## config.mk

```make
export PLATFORM = sky130hd
export DESIGN_NAME = pump_run_cycle_monitor_flat
export DESIGN_NICKNAME = d
export VERILOG_FILES = /design/src/design/prcm_pkg.sv /design/src/design/prcm_if.sv /design/src/design/prcm_core.sv /design/src/design/prcm_secs.sv /design/src/design/pump_run_cycle_monitor.sv /design/src/flat_wrapper.sv
export SDC_FILE = /design/constraint.sdc
export NUM_CORES = 2
export LEC_CHECK = 0
export BUFFER_PORTS_ARGS = -buffer_cell sky130_fd_sc_hd__buf_2
export CORE_MARGIN = 4
export CORE_UTILIZATION = 65
export CTS_BUF_LIST = sky130_fd_sc_hd__clkbuf_8
export CTS_CLUSTER_SIZE = 20
export DETAILED_ROUTE_END_ITERATION = 16
export PLACE_DENSITY = 0.84
export SLEW_MARGIN = 15
export SYNTH_ARGS = -nofsm -noshare
export SYNTH_HDL_FRONTEND = slang
export SYNTH_SLANG_ARGS = --single-unit
```

## constraint.sdc

```tcl
create_clock -name clk -period 9.05 [get_ports clk]
set_clock_uncertainty 0.05 [all_clocks]
set_input_delay 1.3575 -clock clk [delete_from_list [all_inputs] [get_ports clk]]
set_output_delay 1.3575 -clock clk [all_outputs]
set_load 0.1 [all_outputs]
```

## src/design/prcm_pkg.sv

```systemverilog
package prcm_pkg;

	localparam int unsigned TIME_W = 32;
	localparam int unsigned DEB_W = 16;
	localparam int unsigned CFG_IDX_W = 2;
	localparam int unsigned CFG_DATA_W = 32;

	// Whole seconds are taken as (x >> 3) / 125, and the divide by 125 is a
	// multiply by a rounded-up reciprocal and a shift, exact for 29-bit values.
	localparam int unsigned DIFF_HI_W = TIME_W - 3;
	localparam int unsigned RECIP_W = 30;
	localparam int unsigned RECIP_SHIFT = 36;
	localparam int unsigned PROD_W = DIFF_HI_W + RECIP_W;
	localparam int unsigned SECS_W = PROD_W - RECIP_SHIFT;
	localparam logic [RECIP_W-1:0] SEC_RECIP = 30'd549755814;

	localparam logic [DEB_W-1:0] DEBOUNCE_RST = 16'd50;
	localparam logic ACTIVE_RST = 1'b1;
	localparam logic [TIME_W-1:0] SAVE_IVL_RST = 32'd300000;

	typedef enum logic [CFG_IDX_W-1:0] {
		CFG_DEBOUNCE = 2'd0,
		CFG_ACTIVE   = 2'd1,
		CFG_SAVE_IVL = 2'd2
	} cfg_idx_t;

	// Word handed from the edge/run stage to the seconds stage.
	typedef struct packed {
		logic                 running;
		logic [TIME_W-1:0]    cycles_total;
		logic [TIME_W-1:0]    elapsed_run_ms;
		logic                 started;
		logic                 stopped;
		logic                 save_request;
		logic [DIFF_HI_W-1:0] diff_hi;
	} run_word_t;

	// Word in the seconds stage, after the multiply.
	typedef struct packed {
		logic                 running;
		logic [TIME_W-1:0]    cycles_total;
		logic [TIME_W-1:0]    elapsed_run_ms;
		logic                 started;
		logic                 stopped;
		logic                 save_request;
		logic [SECS_W-1:0]    secs;
	} secs_word_t;

	typedef struct packed {
		logic              running;
		logic [TIME_W-1:0] cycles_total;
		logic [TIME_W-1:0] on_seconds_total;
		logic [TIME_W-1:0] last_run_seconds;
		logic [TIME_W-1:0] elapsed_run_ms;
		logic              started;
		logic              stopped;
		logic              save_request;
	} result_t;

endpackage

```

## src/design/prcm_if.sv

```systemverilog
interface prcm_sample_if;
	logic        valid;
	logic        ready;
	logic        sense_level;
	logic [31:0] now_ms;

	modport source(output valid, output sense_level, output now_ms, input ready);
	modport sink(input valid, input sense_level, input now_ms, output ready);
endinterface

interface prcm_result_if;
	logic        valid;
	logic        ready;
	logic        running;
	logic [31:0] cycles_total;
	logic [31:0] on_seconds_total;
	logic [31:0] last_run_seconds;
	logic [31:0] elapsed_run_ms;
	logic        started;
	logic        stopped;
	logic        save_request;

	modport source(output valid, output running, output cycles_total,
		output on_seconds_total, output last_run_seconds, output elapsed_run_ms,
		output started, output stopped, output save_request, input ready);
	modport sink(input valid, input running, input cycles_total,
		input on_seconds_total, input last_run_seconds, input elapsed_run_ms,
		input started, input stopped, input save_request, output ready);
endinterface

```

## src/design/prcm_core.sv

```systemverilog
module prcm_core (
	input  logic                                clk,
	input  logic                                arst_n,
	prcm_sample_if.sink                         sample,
	input  logic                                cfg_we,
	input  logic [prcm_pkg::CFG_IDX_W-1:0]      cfg_index,
	input  logic [prcm_pkg::CFG_DATA_W-1:0]     cfg_data,
	output logic                                s2_valid,
	input  logic                                s2_ready,
	output prcm_pkg::run_word_t                 s2_word
);

	logic [prcm_pkg::DEB_W-1:0]  debounce_q;
	logic                        active_level_q;
	logic [prcm_pkg::TIME_W-1:0] save_ivl_q;

	logic                        v_s1;
	logic                        level_s1;
	logic [prcm_pkg::TIME_W-1:0] now_s1;
	logic                        v_s2;

	logic [prcm_pkg::TIME_W-1:0] last_edge_q;
	logic                        accepted_q;
	logic                        run_q;
	logic [prcm_pkg::TIME_W-1:0] start_time_q;
	logic [prcm_pkg::TIME_W-1:0] cycles_q;
	logic [prcm_pkg::TIME_W-1:0] save_mark_q;

	logic                        en_s1;
	logic                        en_s2;
	logic                        fire;
	logic                        active;
	logic                        change;
	logic                        start;
	logic                        stop;
	logic                        run_n;
	logic [prcm_pkg::TIME_W-1:0] start_time_n;
	logic [prcm_pkg::TIME_W-1:0] cycles_n;
	logic [prcm_pkg::TIME_W-1:0] since_edge;
	logic [prcm_pkg::TIME_W-1:0] since_save;
	logic [prcm_pkg::TIME_W-1:0] run_len;
	logic [prcm_pkg::TIME_W-1:0] elapsed_n;
	logic                        save;

	always_ff @(posedge clk or negedge arst_n) begin
		if (!arst_n) begin
			debounce_q <= prcm_pkg::DEBOUNCE_RST;
			active_level_q <= prcm_pkg::ACTIVE_RST;
			save_ivl_q <= prcm_pkg::SAVE_IVL_RST;
		end else if (cfg_we) begin
			unique case (prcm_pkg::cfg_idx_t'(cfg_index))
				prcm_pkg::CFG_DEBOUNCE: debounce_q <= cfg_data[prcm_pkg::DEB_W-1:0];
				prcm_pkg::CFG_ACTIVE:   active_level_q <= cfg_data[0];
				prcm_pkg::CFG_SAVE_IVL: save_ivl_q <= cfg_data[prcm_pkg::TIME_W-1:0];
				default: ;
			endcase
		end
	end

	assign en_s2 = !v_s2 || s2_ready;
	assign en_s1 = !v_s1 || en_s2;
	assign fire = v_s1 && en_s2;
	assign sample.ready = en_s1;

	always_comb begin
		active = (level_s1 == active_level_q);
		since_edge = now_s1 - last_edge_q;
		since_save = now_s1 - save_mark_q;
		run_len = now_s1 - start_time_q;
		change = (active != accepted_q) && (since_edge >= {16'd0, debounce_q});
		start = change && active && !run_q;
		stop = change && !active && run_q;
		run_n = start ? 1'b1 : (stop ? 1'b0 : run_q);
		start_time_n = start ? now_s1 : start_time_q;
		cycles_n = cycles_q + {31'd0, start};
		// On a start or while not running the elapsed time is zero; during a run it is the run length.
		elapsed_n = (run_n && !start) ? run_len : '0;
		save = (since_save >= save_ivl_q);
	end

	always_ff @(posedge clk or negedge arst_n) begin
		if (!arst_n) begin
			v_s1 <= 1'b0;
		end else if (en_s1) begin
			v_s1 <= sample.valid;
		end
	end

	always_ff @(posedge clk) begin
		if (sample.valid && en_s1) begin
			level_s1 <= sample.sense_level;
			now_s1 <= sample.now_ms;
		end
	end

	always_ff @(posedge clk or negedge arst_n) begin
		if (!arst_n) begin
			last_edge_q <= '0;
			accepted_q <= 1'b0;
			run_q <= 1'b0;
			start_time_q <= '0;
			cycles_q <= '0;
			save_mark_q <= '0;
		end else if (fire) begin
			if (change) begin
				last_edge_q <= now_s1;
				accepted_q <= active;
			end
			run_q <= run_n;
			start_time_q <= start_time_n;
			cycles_q <= cycles_n;
			if (save) begin
				save_mark_q <= now_s1;
			end
		end
	end

	always_ff @(posedge clk or negedge arst_n) begin
		if (!arst_n) begin
			v_s2 <= 1'b0;
		end else if (en_s2) begin
			v_s2 <= v_s1;
		end
	end

	always_ff @(posedge clk) begin
		if (fire) begin
			s2_word.running <= run_n;
			s2_word.cycles_total <= cycles_n;
			s2_word.elapsed_run_ms <= elapsed_n;
			s2_word.started <= start;
			s2_word.stopped <= stop;
			s2_word.save_request <= save;
			s2_word.diff_hi <= run_len[prcm_pkg::TIME_W-1:3];
		end
	end

	assign s2_valid = v_s2;

endmodule

```

## src/design/prcm_secs.sv

```systemverilog
module prcm_secs (
	input  logic                 clk,
	input  logic                 arst_n,
	input  logic                 s2_valid,
	output logic                 s2_ready,
	input  prcm_pkg::run_word_t  s2_word,
	prcm_result_if.source        result
);

	logic                        v_s3;
	prcm_pkg::secs_word_t        w_s3;
	logic                        out_v_q;
	prcm_pkg::result_t           out_q;

	logic [prcm_pkg::TIME_W-1:0] on_sec_q;
	logic [prcm_pkg::TIME_W-1:0] last_sec_q;

	logic                        en_out;
	logic                        en_s3;
	logic                        fire;
	logic [prcm_pkg::PROD_W-1:0] prod;
	logic [prcm_pkg::TIME_W-1:0] secs;
	logic [prcm_pkg::TIME_W-1:0] on_sec_n;
	logic [prcm_pkg::TIME_W-1:0] last_sec_n;

	assign en_out = !out_v_q || result.ready;
	assign en_s3 = !v_s3 || en_out;
	assign s2_ready = en_s3;
	assign fire = v_s3 && en_out;

	assign prod = prcm_pkg::PROD_W'(s2_word.diff_hi) * prcm_pkg::PROD_W'(prcm_pkg::SEC_RECIP);

	always_ff @(posedge clk or negedge arst_n) begin
		if (!arst_n) begin
			v_s3 <= 1'b0;
		end else if (en_s3) begin
			v_s3 <= s2_valid;
		end
	end

	always_ff @(posedge clk) begin
		if (s2_valid && en_s3) begin
			w_s3.running <= s2_word.running;
			w_s3.cycles_total <= s2_word.cycles_total;
			w_s3.elapsed_run_ms <= s2_word.elapsed_run_ms;
			w_s3.started <= s2_word.started;
			w_s3.stopped <= s2_word.stopped;
			w_s3.save_request <= s2_word.save_request;
			w_s3.secs <= prod[prcm_pkg::PROD_W-1:prcm_pkg::RECIP_SHIFT];
		end
	end

	always_comb begin
		secs = prcm_pkg::TIME_W'(w_s3.secs);
		on_sec_n = w_s3.stopped ? (on_sec_q + secs) : on_sec_q;
		last_sec_n = w_s3.stopped ? secs : last_sec_q;
	end

	always_ff @(posedge clk or negedge arst_n) begin
		if (!arst_n) begin
			on_sec_q <= '0;
			last_sec_q <= '0;
		end else if (fire) begin
			on_sec_q <= on_sec_n;
			last_sec_q <= last_sec_n;
		end
	end

	always_ff @(posedge clk or negedge arst_n) begin
		if (!arst_n) begin
			out_v_q <= 1'b0;
		end else if (en_out) begin
			out_v_q <= v_s3;
		end
	end

	always_ff @(posedge clk) begin
		if (fire) begin
			out_q.running <= w_s3.running;
			out_q.cycles_total <= w_s3.cycles_total;
			out_q.on_seconds_total <= on_sec_n;
			out_q.last_run_seconds <= last_sec_n;
			out_q.elapsed_run_ms <= w_s3.elapsed_run_ms;
			out_q.started <= w_s3.started;
			out_q.stopped <= w_s3.stopped;
			out_q.save_request <= w_s3.save_request;
		end
	end

	assign result.valid = out_v_q;
	assign result.running = out_q.running;
	assign result.cycles_total = out_q.cycles_total;
	assign result.on_seconds_total = out_q.on_seconds_total;
	assign result.last_run_seconds = out_q.last_run_seconds;
	assign result.elapsed_run_ms = out_q.elapsed_run_ms;
	assign result.started = out_q.started;
	assign result.stopped = out_q.stopped;
	assign result.save_request = out_q.save_request;

endmodule

```

## src/design/pump_run_cycle_monitor.sv

```systemverilog
// Debounced pump run-cycle monitor.
// Each word on the sample channel carries the raw sense level and a free-running
// millisecond timestamp. Each accepted sample yields exactly one word on the
// result channel: debounced running status, start count, total and last run
// seconds, elapsed time of the current run and the started, stopped and
// save-request pulses.
// The configuration port writes the debounce time, the active level and the save
// interval; write it only while no sample is in flight.
// A sample passes from acceptance to result valid through the input register,
// the edge and run stage, the seconds multiply stage and the output register.
// One sample can be taken every cycle while the result channel is not stalled;
// the run state loop closes within the edge stage.
// A stalled receiver fills the stages one by one; sample.ready falls only when
// all four hold a word. Reset empties the pipeline, clears all counters and
// timestamps and restores the configuration defaults: 50 ms debounce, active
// high, 300000 ms save interval.
module pump_run_cycle_monitor (
	input  logic                            clk,
	input  logic                            arst_n,
	prcm_sample_if.sink                     sample,
	prcm_result_if.source                   result,
	input  logic                            cfg_we,
	input  logic [prcm_pkg::CFG_IDX_W-1:0]  cfg_index,
	input  logic [prcm_pkg::CFG_DATA_W-1:0] cfg_data
);

	logic                s2_valid;
	logic                s2_ready;
	prcm_pkg::run_word_t s2_word;

	prcm_core u_core (
		.clk       (clk),
		.arst_n    (arst_n),
		.sample    (sample),
		.cfg_we    (cfg_we),
		.cfg_index (cfg_index),
		.cfg_data  (cfg_data),
		.s2_valid  (s2_valid),
		.s2_ready  (s2_ready),
		.s2_word   (s2_word)
	);

	prcm_secs u_secs (
		.clk      (clk),
		.arst_n   (arst_n),
		.s2_valid (s2_valid),
		.s2_ready (s2_ready),
		.s2_word  (s2_word),
		.result   (result)
	);

endmodule

```

## src/flat_wrapper.sv

```systemverilog
// flat-port wrapper written by rule: the top's interface ports become plain ports
module pump_run_cycle_monitor_flat 
  (clk, arst_n, cfg_we, cfg_index, cfg_data, sample_valid, sample_sense_level, sample_now_ms, sample_ready, result_valid, result_running, result_cycles_total, result_on_seconds_total, result_last_run_seconds, result_elapsed_run_ms, result_started, result_stopped, result_save_request, result_ready);
  prcm_sample_if sample_i ();
  prcm_result_if result_i ();
  input  logic clk;
  input  logic arst_n;
  input  logic cfg_we;
  input  logic [prcm_pkg::CFG_IDX_W-1:0] cfg_index;
  input  logic [prcm_pkg::CFG_DATA_W-1:0] cfg_data;
  input wire logic [$bits(sample_i.valid)-1:0] sample_valid;
  input wire logic [$bits(sample_i.sense_level)-1:0] sample_sense_level;
  input wire logic [$bits(sample_i.now_ms)-1:0] sample_now_ms;
  output wire logic [$bits(sample_i.ready)-1:0] sample_ready;
  output wire logic [$bits(result_i.valid)-1:0] result_valid;
  output wire logic [$bits(result_i.running)-1:0] result_running;
  output wire logic [$bits(result_i.cycles_total)-1:0] result_cycles_total;
  output wire logic [$bits(result_i.on_seconds_total)-1:0] result_on_seconds_total;
  output wire logic [$bits(result_i.last_run_seconds)-1:0] result_last_run_seconds;
  output wire logic [$bits(result_i.elapsed_run_ms)-1:0] result_elapsed_run_ms;
  output wire logic [$bits(result_i.started)-1:0] result_started;
  output wire logic [$bits(result_i.stopped)-1:0] result_stopped;
  output wire logic [$bits(result_i.save_request)-1:0] result_save_request;
  input wire logic [$bits(result_i.ready)-1:0] result_ready;
  assign sample_i.valid = sample_valid;
  assign sample_i.sense_level = sample_sense_level;
  assign sample_i.now_ms = sample_now_ms;
  assign sample_ready = sample_i.ready;
  assign result_valid = result_i.valid;
  assign result_running = result_i.running;
  assign result_cycles_total = result_i.cycles_total;
  assign result_on_seconds_total = result_i.on_seconds_total;
  assign result_last_run_seconds = result_i.last_run_seconds;
  assign result_elapsed_run_ms = result_i.elapsed_run_ms;
  assign result_started = result_i.started;
  assign result_stopped = result_i.stopped;
  assign result_save_request = result_i.save_request;
  assign result_i.ready = result_ready;
  pump_run_cycle_monitor u_core (.clk(clk), .arst_n(arst_n), .sample(sample_i), .result(result_i), .cfg_we(cfg_we), .cfg_index(cfg_index), .cfg_data(cfg_data));
endmodule
```

; ---- Word-level counts from Yosys, hierarchy flattened
; Index checks and enable logic that the tools add are counted.
; W data, S select, Z words.
[word_totals]
reg_bits = 600
inputBits = 72
output_inout_bits = 134
elab_cells = 83
[classes]
n_addsub = 5
multipliers = 1
magnitude_cmp = 2
eq_ne = 4
n_mux = 4
reduce_logical = 28
[op_table]
columns = op, count
row1 = $sub A32 B32 Y32, 3
row2 = $mux W32, 2
row3 = $mul A29 B29 Y58 const B, 1
row4 = $add A32 B1 Y32, 1
row5 = $add A32 B23 Y32, 1
row6 = $ge A32 B16 Y1, 1
row7 = $ge A32 B32 Y1, 1
row8 = $reduce_and A2 Y1, 6
row9 = $logic_and A1 B1 Y1, 10
row10 = $logic_not A1 Y1, 7
row11 = $logic_or A1 B1 Y1, 4
row12 = $eq A2 B1 Y1 const B, 1
row13 = $eq A2 B2 Y1 const B, 1
row14 = $logic_not A2 Y1, 1
row15 = $mux W1, 2
row16 = $eq A1 B1 Y1, 1
row17 = $ne A1 B1 Y1, 1

; ---- Depth between registers and ports, before layout
[logic_depth]
depth_word = 8
ltp_mapped = 37
depth_no_buf = 33

; ---- Cells and area by module
; Synthesis repeated with hierarchy kept, for this count alone.
[hier_totals]
cells_unflattened = 3668
area_unflattened_um2 = 42811.1
[by_module_without_submodules]
columns = mod, instances, cells_per_inst, area_each_um2, seq_area_each_um2
row1 = prcm_secs, 1, 2040, 24641.1, 8348.0
row2 = prcm_core, 1, 1628, 18169.9, 8448.1

; ---- Least setup slack after synthesis
; No wires, ideal clock.
[synth_path]
kind = register to register
start = register u_core.u_core.s2_word[9] (netlist name)
end = register u_core.u_secs.secs[21] (netlist name)
setup_time_ns = 0.258
arrival_time_ns = 6.915
required_time_ns = 8.742
path_slack_ns = 1.828
path_stages_with_launch = 25
path_buffers = 0
synth_period_minus_slack_ns = 7.222
cell_sequence = edfxtp_1 -> ha_1 -> fa_1 -> fa_1 -> inv_1 -> fa_1 -> inv_1 -> fa_1 -> fa_1 -> fa_1 -> inv_1 -> fa_1 -> inv_1 -> ha_1 -> nand4_1 -> nor2_1 -> o211ai_1 -> a2111oi_0 -> nor3b_1 -> o31ai_1 -> a311oi_1 -> nand2b_1 -> a21oi_1 -> nor2_1 -> xnor2_1
[synth_via]
elab_chain_cells = 1
[synth_rtl]
columns = element, line_no
row1 = $mul A29 B29 Y58, prcm_secs.sv:31  ; assign prod = prcm_pkg::PROD_W'(s2_word.diff_hi) * prcm_pkg::PROD_W'(prcm_pkg::SEC_RECIP);
row2 = "via u_core.u_secs.prod, one bit", prcm_secs.sv:21  ; logic [prcm_pkg::PROD_W-1:0] prod;
; The timed path passes the listed nets, and every way through them passes these cells.
; A chain may end at the register's enable or synchronous reset.

; ---- Final worst setup path
[layout_path]
start = register u_core.u_core.s2_word[10] (netlist name)
end = register u_core.u_secs.secs[21] (netlist name)
[layout_via]
elab_chain_cells = 1
[layout_rtl]
columns = element, line_no
row1 = $mul A29 B29 Y58, prcm_secs.sv:31
row2 = "via u_core.u_secs.prod, one bit", prcm_secs.sv:21
; The timed path passes the listed nets, and every way through them passes these cells.

==> results summary <==
The number of hold buffers added after cts came out at 0. The post-CTS setup repair buffer count came out at 0. In the post-synthesis netlist, the cell with the most instances is sky130_fd_sc_hd__inv_1.

The number of I/O pins came out at 206. In this run the critical register-to-register path is launched from u_core.u_core.s2_word[10]. The wire length per cell after detailed routing came out at 18.6 µm. The estimated wirelength of the detail-placed design came out at 67800 µm. The signal on the critical path passes through ha_1, fa_1, fa_1, inv_1, fa_1, inv_1, fa_1, fa_1, fa_1, inv_1, fa_1, inv_1, ha_1, o21ai_0, o21ai_0, a221oi_1, o41ai_1, nor3b_1, o31ai_1, a311oi_1, nand2b_1, a21oi_1, nor2_1, xnor2_1. The H-tree was split into 3 levels. Counting flops and latches in the post-synthesis netlist gives 600. The clock-pin slew of the registers on the worst-case setup and hold paths is 0.06 ns.

The height of the die is 262 µm. CTS placed an instance of sky130_fd_sc_hd__clkbuf_8 at the clock tree root. The number of gates resized after cts came out at 0. The detailed-routing iteration count for the pre-antenna-repair pass is 6.

The via density per instance is 5.56. The data arrival time of the worst path came out at 8.39 ns. Data on the critical path is required at its endpoint by 9.45 ns. The floorplan has 92 rows.

The cell area that synthesis handed to floorplanning was 0.0419 mm². The via count of the first global-routing pass was 28.5k. The shortest clock period the worst path allows after layout came out at 7.99 ns. Entering global routing, the biggest net connects 139 pins. The final hold violation count came out at 0. The area growth from synthesis to layout came out at 9.26%.

The first global-routing pass estimated 145000 µm of wire. Measured against its own limit, the worst slew margin works out to 25.7%. The achievable clock frequency came out at 125 MHz.

The path class of the tightest hold or removal check is register to register. The number of buffers inserted by port buffering is 205. Adding up every negative setup slack in the final design gives 0 ns.

The critical path capture point is u_core.u_secs.secs[21]. In this run, synthesis inferred 353 flip-flops with an integrated enable. Ranked by total cell area, the synthesized netlist is headed by sky130_fd_sc_hd__edfxtp_1 (25%), sky130_fd_sc_hd__ha_1 (16%), sky130_fd_sc_hd__dfrtp_1 (14%).

The worst register-to-register path has a depth of 24. The worst reg-to-reg setup slack came out at 1.06 ns. The clock net in this run drives a total of 600 sinks. The floorplan step defined a die boundary enclosing 0.0685 mm². Of all cell types, the one taking the most synthesized area is sky130_fd_sc_hd__edfxtp_1. The total DRC errors in the routed layout came out at 0. The category of the critical setup timing path is register to register. The net count of the finished layout came out at 4712. The biggest cell delay along the critical path came out at 0.71 ns.

Across the run, the number of max-cap violations was 0. The post-detailed-route count of antenna-violating nets came out at 0. The TritonCTS clock tree is done. The insertion delay of the later-clocked pin in the worst-skew pair came out at 0.70 ns. The worst-margin pin slew came out at 1.11 ns. For this configuration, the core starts out at a cell density of 66.0%. The global placement routability congestion is 0.937. The unique cell type count in the Yosys netlist came out at 79. The sequential-to-total area share from yosys stat is 40.1%. The critical path crosses 24 cells after its start point. For this run the aggregate overflow at the end of global routing stands at 0. Setup repair after global routing left no endpoint under its margin.

Counting flops per register, the top entry is u_core.u_core.s2_word. The clock passes through at most 3 buffers. The final worst hold slack came out at 0.362 ns. The cell count after synthesis came out at 3590. The largest registers in the layout are u_core.u_core.s2_word (97), u_core.u_secs.w_s3 (68). For this run, the leading register cell type out of synthesis is sky130_fd_sc_hd__edfxtp_1. The number of warnings reported in the yosys synthesis log is 0.

The cell at the slowest stage of the critical path is sky130_fd_sc_hd__edfxtp_1. The worst register-to-register path ends at u_core.u_secs.secs[21]. The post-route netlist has 14.8% of its cells at a drive strength greater than 1. In this run the worst setup path begins at u_core.u_core.s2_word[10]. After layout, the worst path uses 88.3% of the clock period.

The die outline width is 262 µm. The number of slew-limit violations in the final report is 0. The overall track demand over capacity in global routing came out at 26.8%. The critical path contains buffers and inverters numbering 4 combined. Setup violations remaining at the end of the flow were counted as 0. The instance count after placement with tap cells included came out at 4592. The share of the core filled with cells is 72.1%. The flow ran to the end, and the final reports show no timing, DRC or antenna violations. The cell family contributing the most delay on the critical path is adder cells.

By count the netlist is led by sky130_fd_sc_hd__inv_1 (669), sky130_fd_sc_hd__ha_1 (530), sky130_fd_sc_hd__edfxtp_1 (353), sky130_fd_sc_hd__fa_1 (269), sky130_fd_sc_hd__dfrtp_1 (235). The core area is 0.0634 mm². Across all layers, the routed design uses 26.5k vias. The number of antenna violations at the first check in global routing came out at 5. The number of clock buffers inserted by TritonCTS came out at 93. The net count of the mapped netlist came out at 4461.

A synthesized cell averages 11.7 µm². The wire length reported by the detailed router came out at 88700 µm. After synthesis, the largest area contributor takes up 25.3% of total cell area. The kind of end point of the critical path is a register. The iteration-0 DRC count of the detailed router came out at 1651. The maximum fanout count along the critical path came out at 11. Counting flops with an async set or reset pin after synthesis yields a share of 41.2%. The cell that appears most often on the critical path is sky130_fd_sc_hd__fa_1. The number of flip-flops under the largest register name came out at 97.

The post-layout instance count excluding filler cells came out at 4770. The worst setup path is launched from a register.
==> metal layers <==
metal | routed length (µm) | GRT usage, %
met4 | 3150 | 9.71
met2 | 44300 | 46.9
met3 | 4280 | 4.14
met5 | 0 | 0
met1 | 37000 | 34.2
==> kinds of logic (layout without fill, tap and decap cells) <==
| family | after synthesis | after routing | share of synthesized area (%) |
|---|---|---|---|
| other cells | 0 | 4 | 0 |
| compound gates | 507 | 507 | 7.88 |
| simple gates | 555 | 555 | 6.71 |
| mux | 192 | 192 | 5.67 |
| buf+inv | 740 | 1070 | 6.81 |
| xor+xnor | 197 | 197 | 4.12 |
| fa+ha+maj | 799 | 799 | 28.7 |
| flops | 600 | 600 | 40.1 |
==> worst reg2reg max path: stages, from the launching register on <==
cell	delay, ns
sky130_fd_sc_hd__edfxtp_1	0.71
sky130_fd_sc_hd__ha_1	0.36
sky130_fd_sc_hd__fa_1	0.46
sky130_fd_sc_hd__fa_1	0.55
sky130_fd_sc_hd__inv_1	0.06
sky130_fd_sc_hd__fa_1	0.52
sky130_fd_sc_hd__inv_1	0.05
sky130_fd_sc_hd__fa_1	0.52
sky130_fd_sc_hd__fa_1	0.45
sky130_fd_sc_hd__fa_1	0.55
sky130_fd_sc_hd__inv_1	0.05
sky130_fd_sc_hd__fa_1	0.49
sky130_fd_sc_hd__inv_1	0.04
sky130_fd_sc_hd__ha_1	0.31
sky130_fd_sc_hd__o21ai_0	0.08
sky130_fd_sc_hd__o21ai_0	0.22
sky130_fd_sc_hd__a221oi_1	0.13
sky130_fd_sc_hd__o41ai_1	0.61
sky130_fd_sc_hd__nor3b_1	0.19
sky130_fd_sc_hd__o31ai_1	0.44
sky130_fd_sc_hd__a311oi_1	0.23
sky130_fd_sc_hd__nand2b_1	0.22
sky130_fd_sc_hd__a21oi_1	0.24
sky130_fd_sc_hd__nor2_1	0.09
sky130_fd_sc_hd__xnor2_1	0.13
==> metrics by stage <==
step                setup slack (ns)  instance area [µm²]
finish                          1.06                45800
global route                   0.646                45800
CTS                             1.07                45700
detailed placement              1.15                43800
global placement                1.24                43800
floorplan                       1.83                41900
==> layout make-up <==
cell class	count	area, µm²
multi-input cells	2250	22200
fillers	4368	17700
flip-flops and latches	600	16800
inverters	670	2520
clock buffers	110	1510
repair buffers	226	1210
well taps	846	1060
clock inverters	64	395
diodes	4	10.0
==> worst min path at each step <==
stage / startpoint / end / slack (ns) / depth (start not counted)
after floorplan: u_core.u_secs.w_s3[58] / u_core.u_secs.result.cycles_total[0] / 0.35 / 0
after global placement: u_core.u_secs.w_s3[59] / u_core.u_secs.result.cycles_total[1] / 0.35 / 0
after detailed placement: u_core.u_secs.w_s3[82] / u_core.u_secs.result.cycles_total[24] / 0.35 / 0
after CTS: u_core.u_secs.w_s3[30] / u_core.u_secs.result.elapsed_run_ms[4] / 0.35 / 0
after global routing: u_core.u_secs.w_s3[71] / u_core.u_secs.result.cycles_total[13] / 0.36 / 0
final: u_core.u_secs.w_s3[30] / u_core.u_secs.result.elapsed_run_ms[4] / 0.36 / 0
==> placed cells by master, fill, tap and decap left out, types with 81 or more instances in the layout <==
| cell | count |
|---|---|
| sky130_fd_sc_hd__a21oi_1 | 124 |
| sky130_fd_sc_hd__o21ai_0 | 131 |
| sky130_fd_sc_hd__mux2_2 | 129 |
| sky130_fd_sc_hd__edfxtp_1 | 353 |
| sky130_fd_sc_hd__clkbuf_8 | 110 |
| sky130_fd_sc_hd__xor2_1 | 81 |
| sky130_fd_sc_hd__dfrtp_1 | 235 |
| sky130_fd_sc_hd__fa_1 | 269 |
| sky130_fd_sc_hd__xnor2_1 | 116 |
| sky130_fd_sc_hd__inv_1 | 702 |
| sky130_fd_sc_hd__nor2_1 | 123 |
| sky130_fd_sc_hd__ha_1 | 530 |
| sky130_fd_sc_hd__nand2_1 | 115 |
| sky130_fd_sc_hd__buf_2 | 204 |
Power is not shown: default switching activity piles up to over one toggle a cycle in this logic, so the estimate is an artifact.
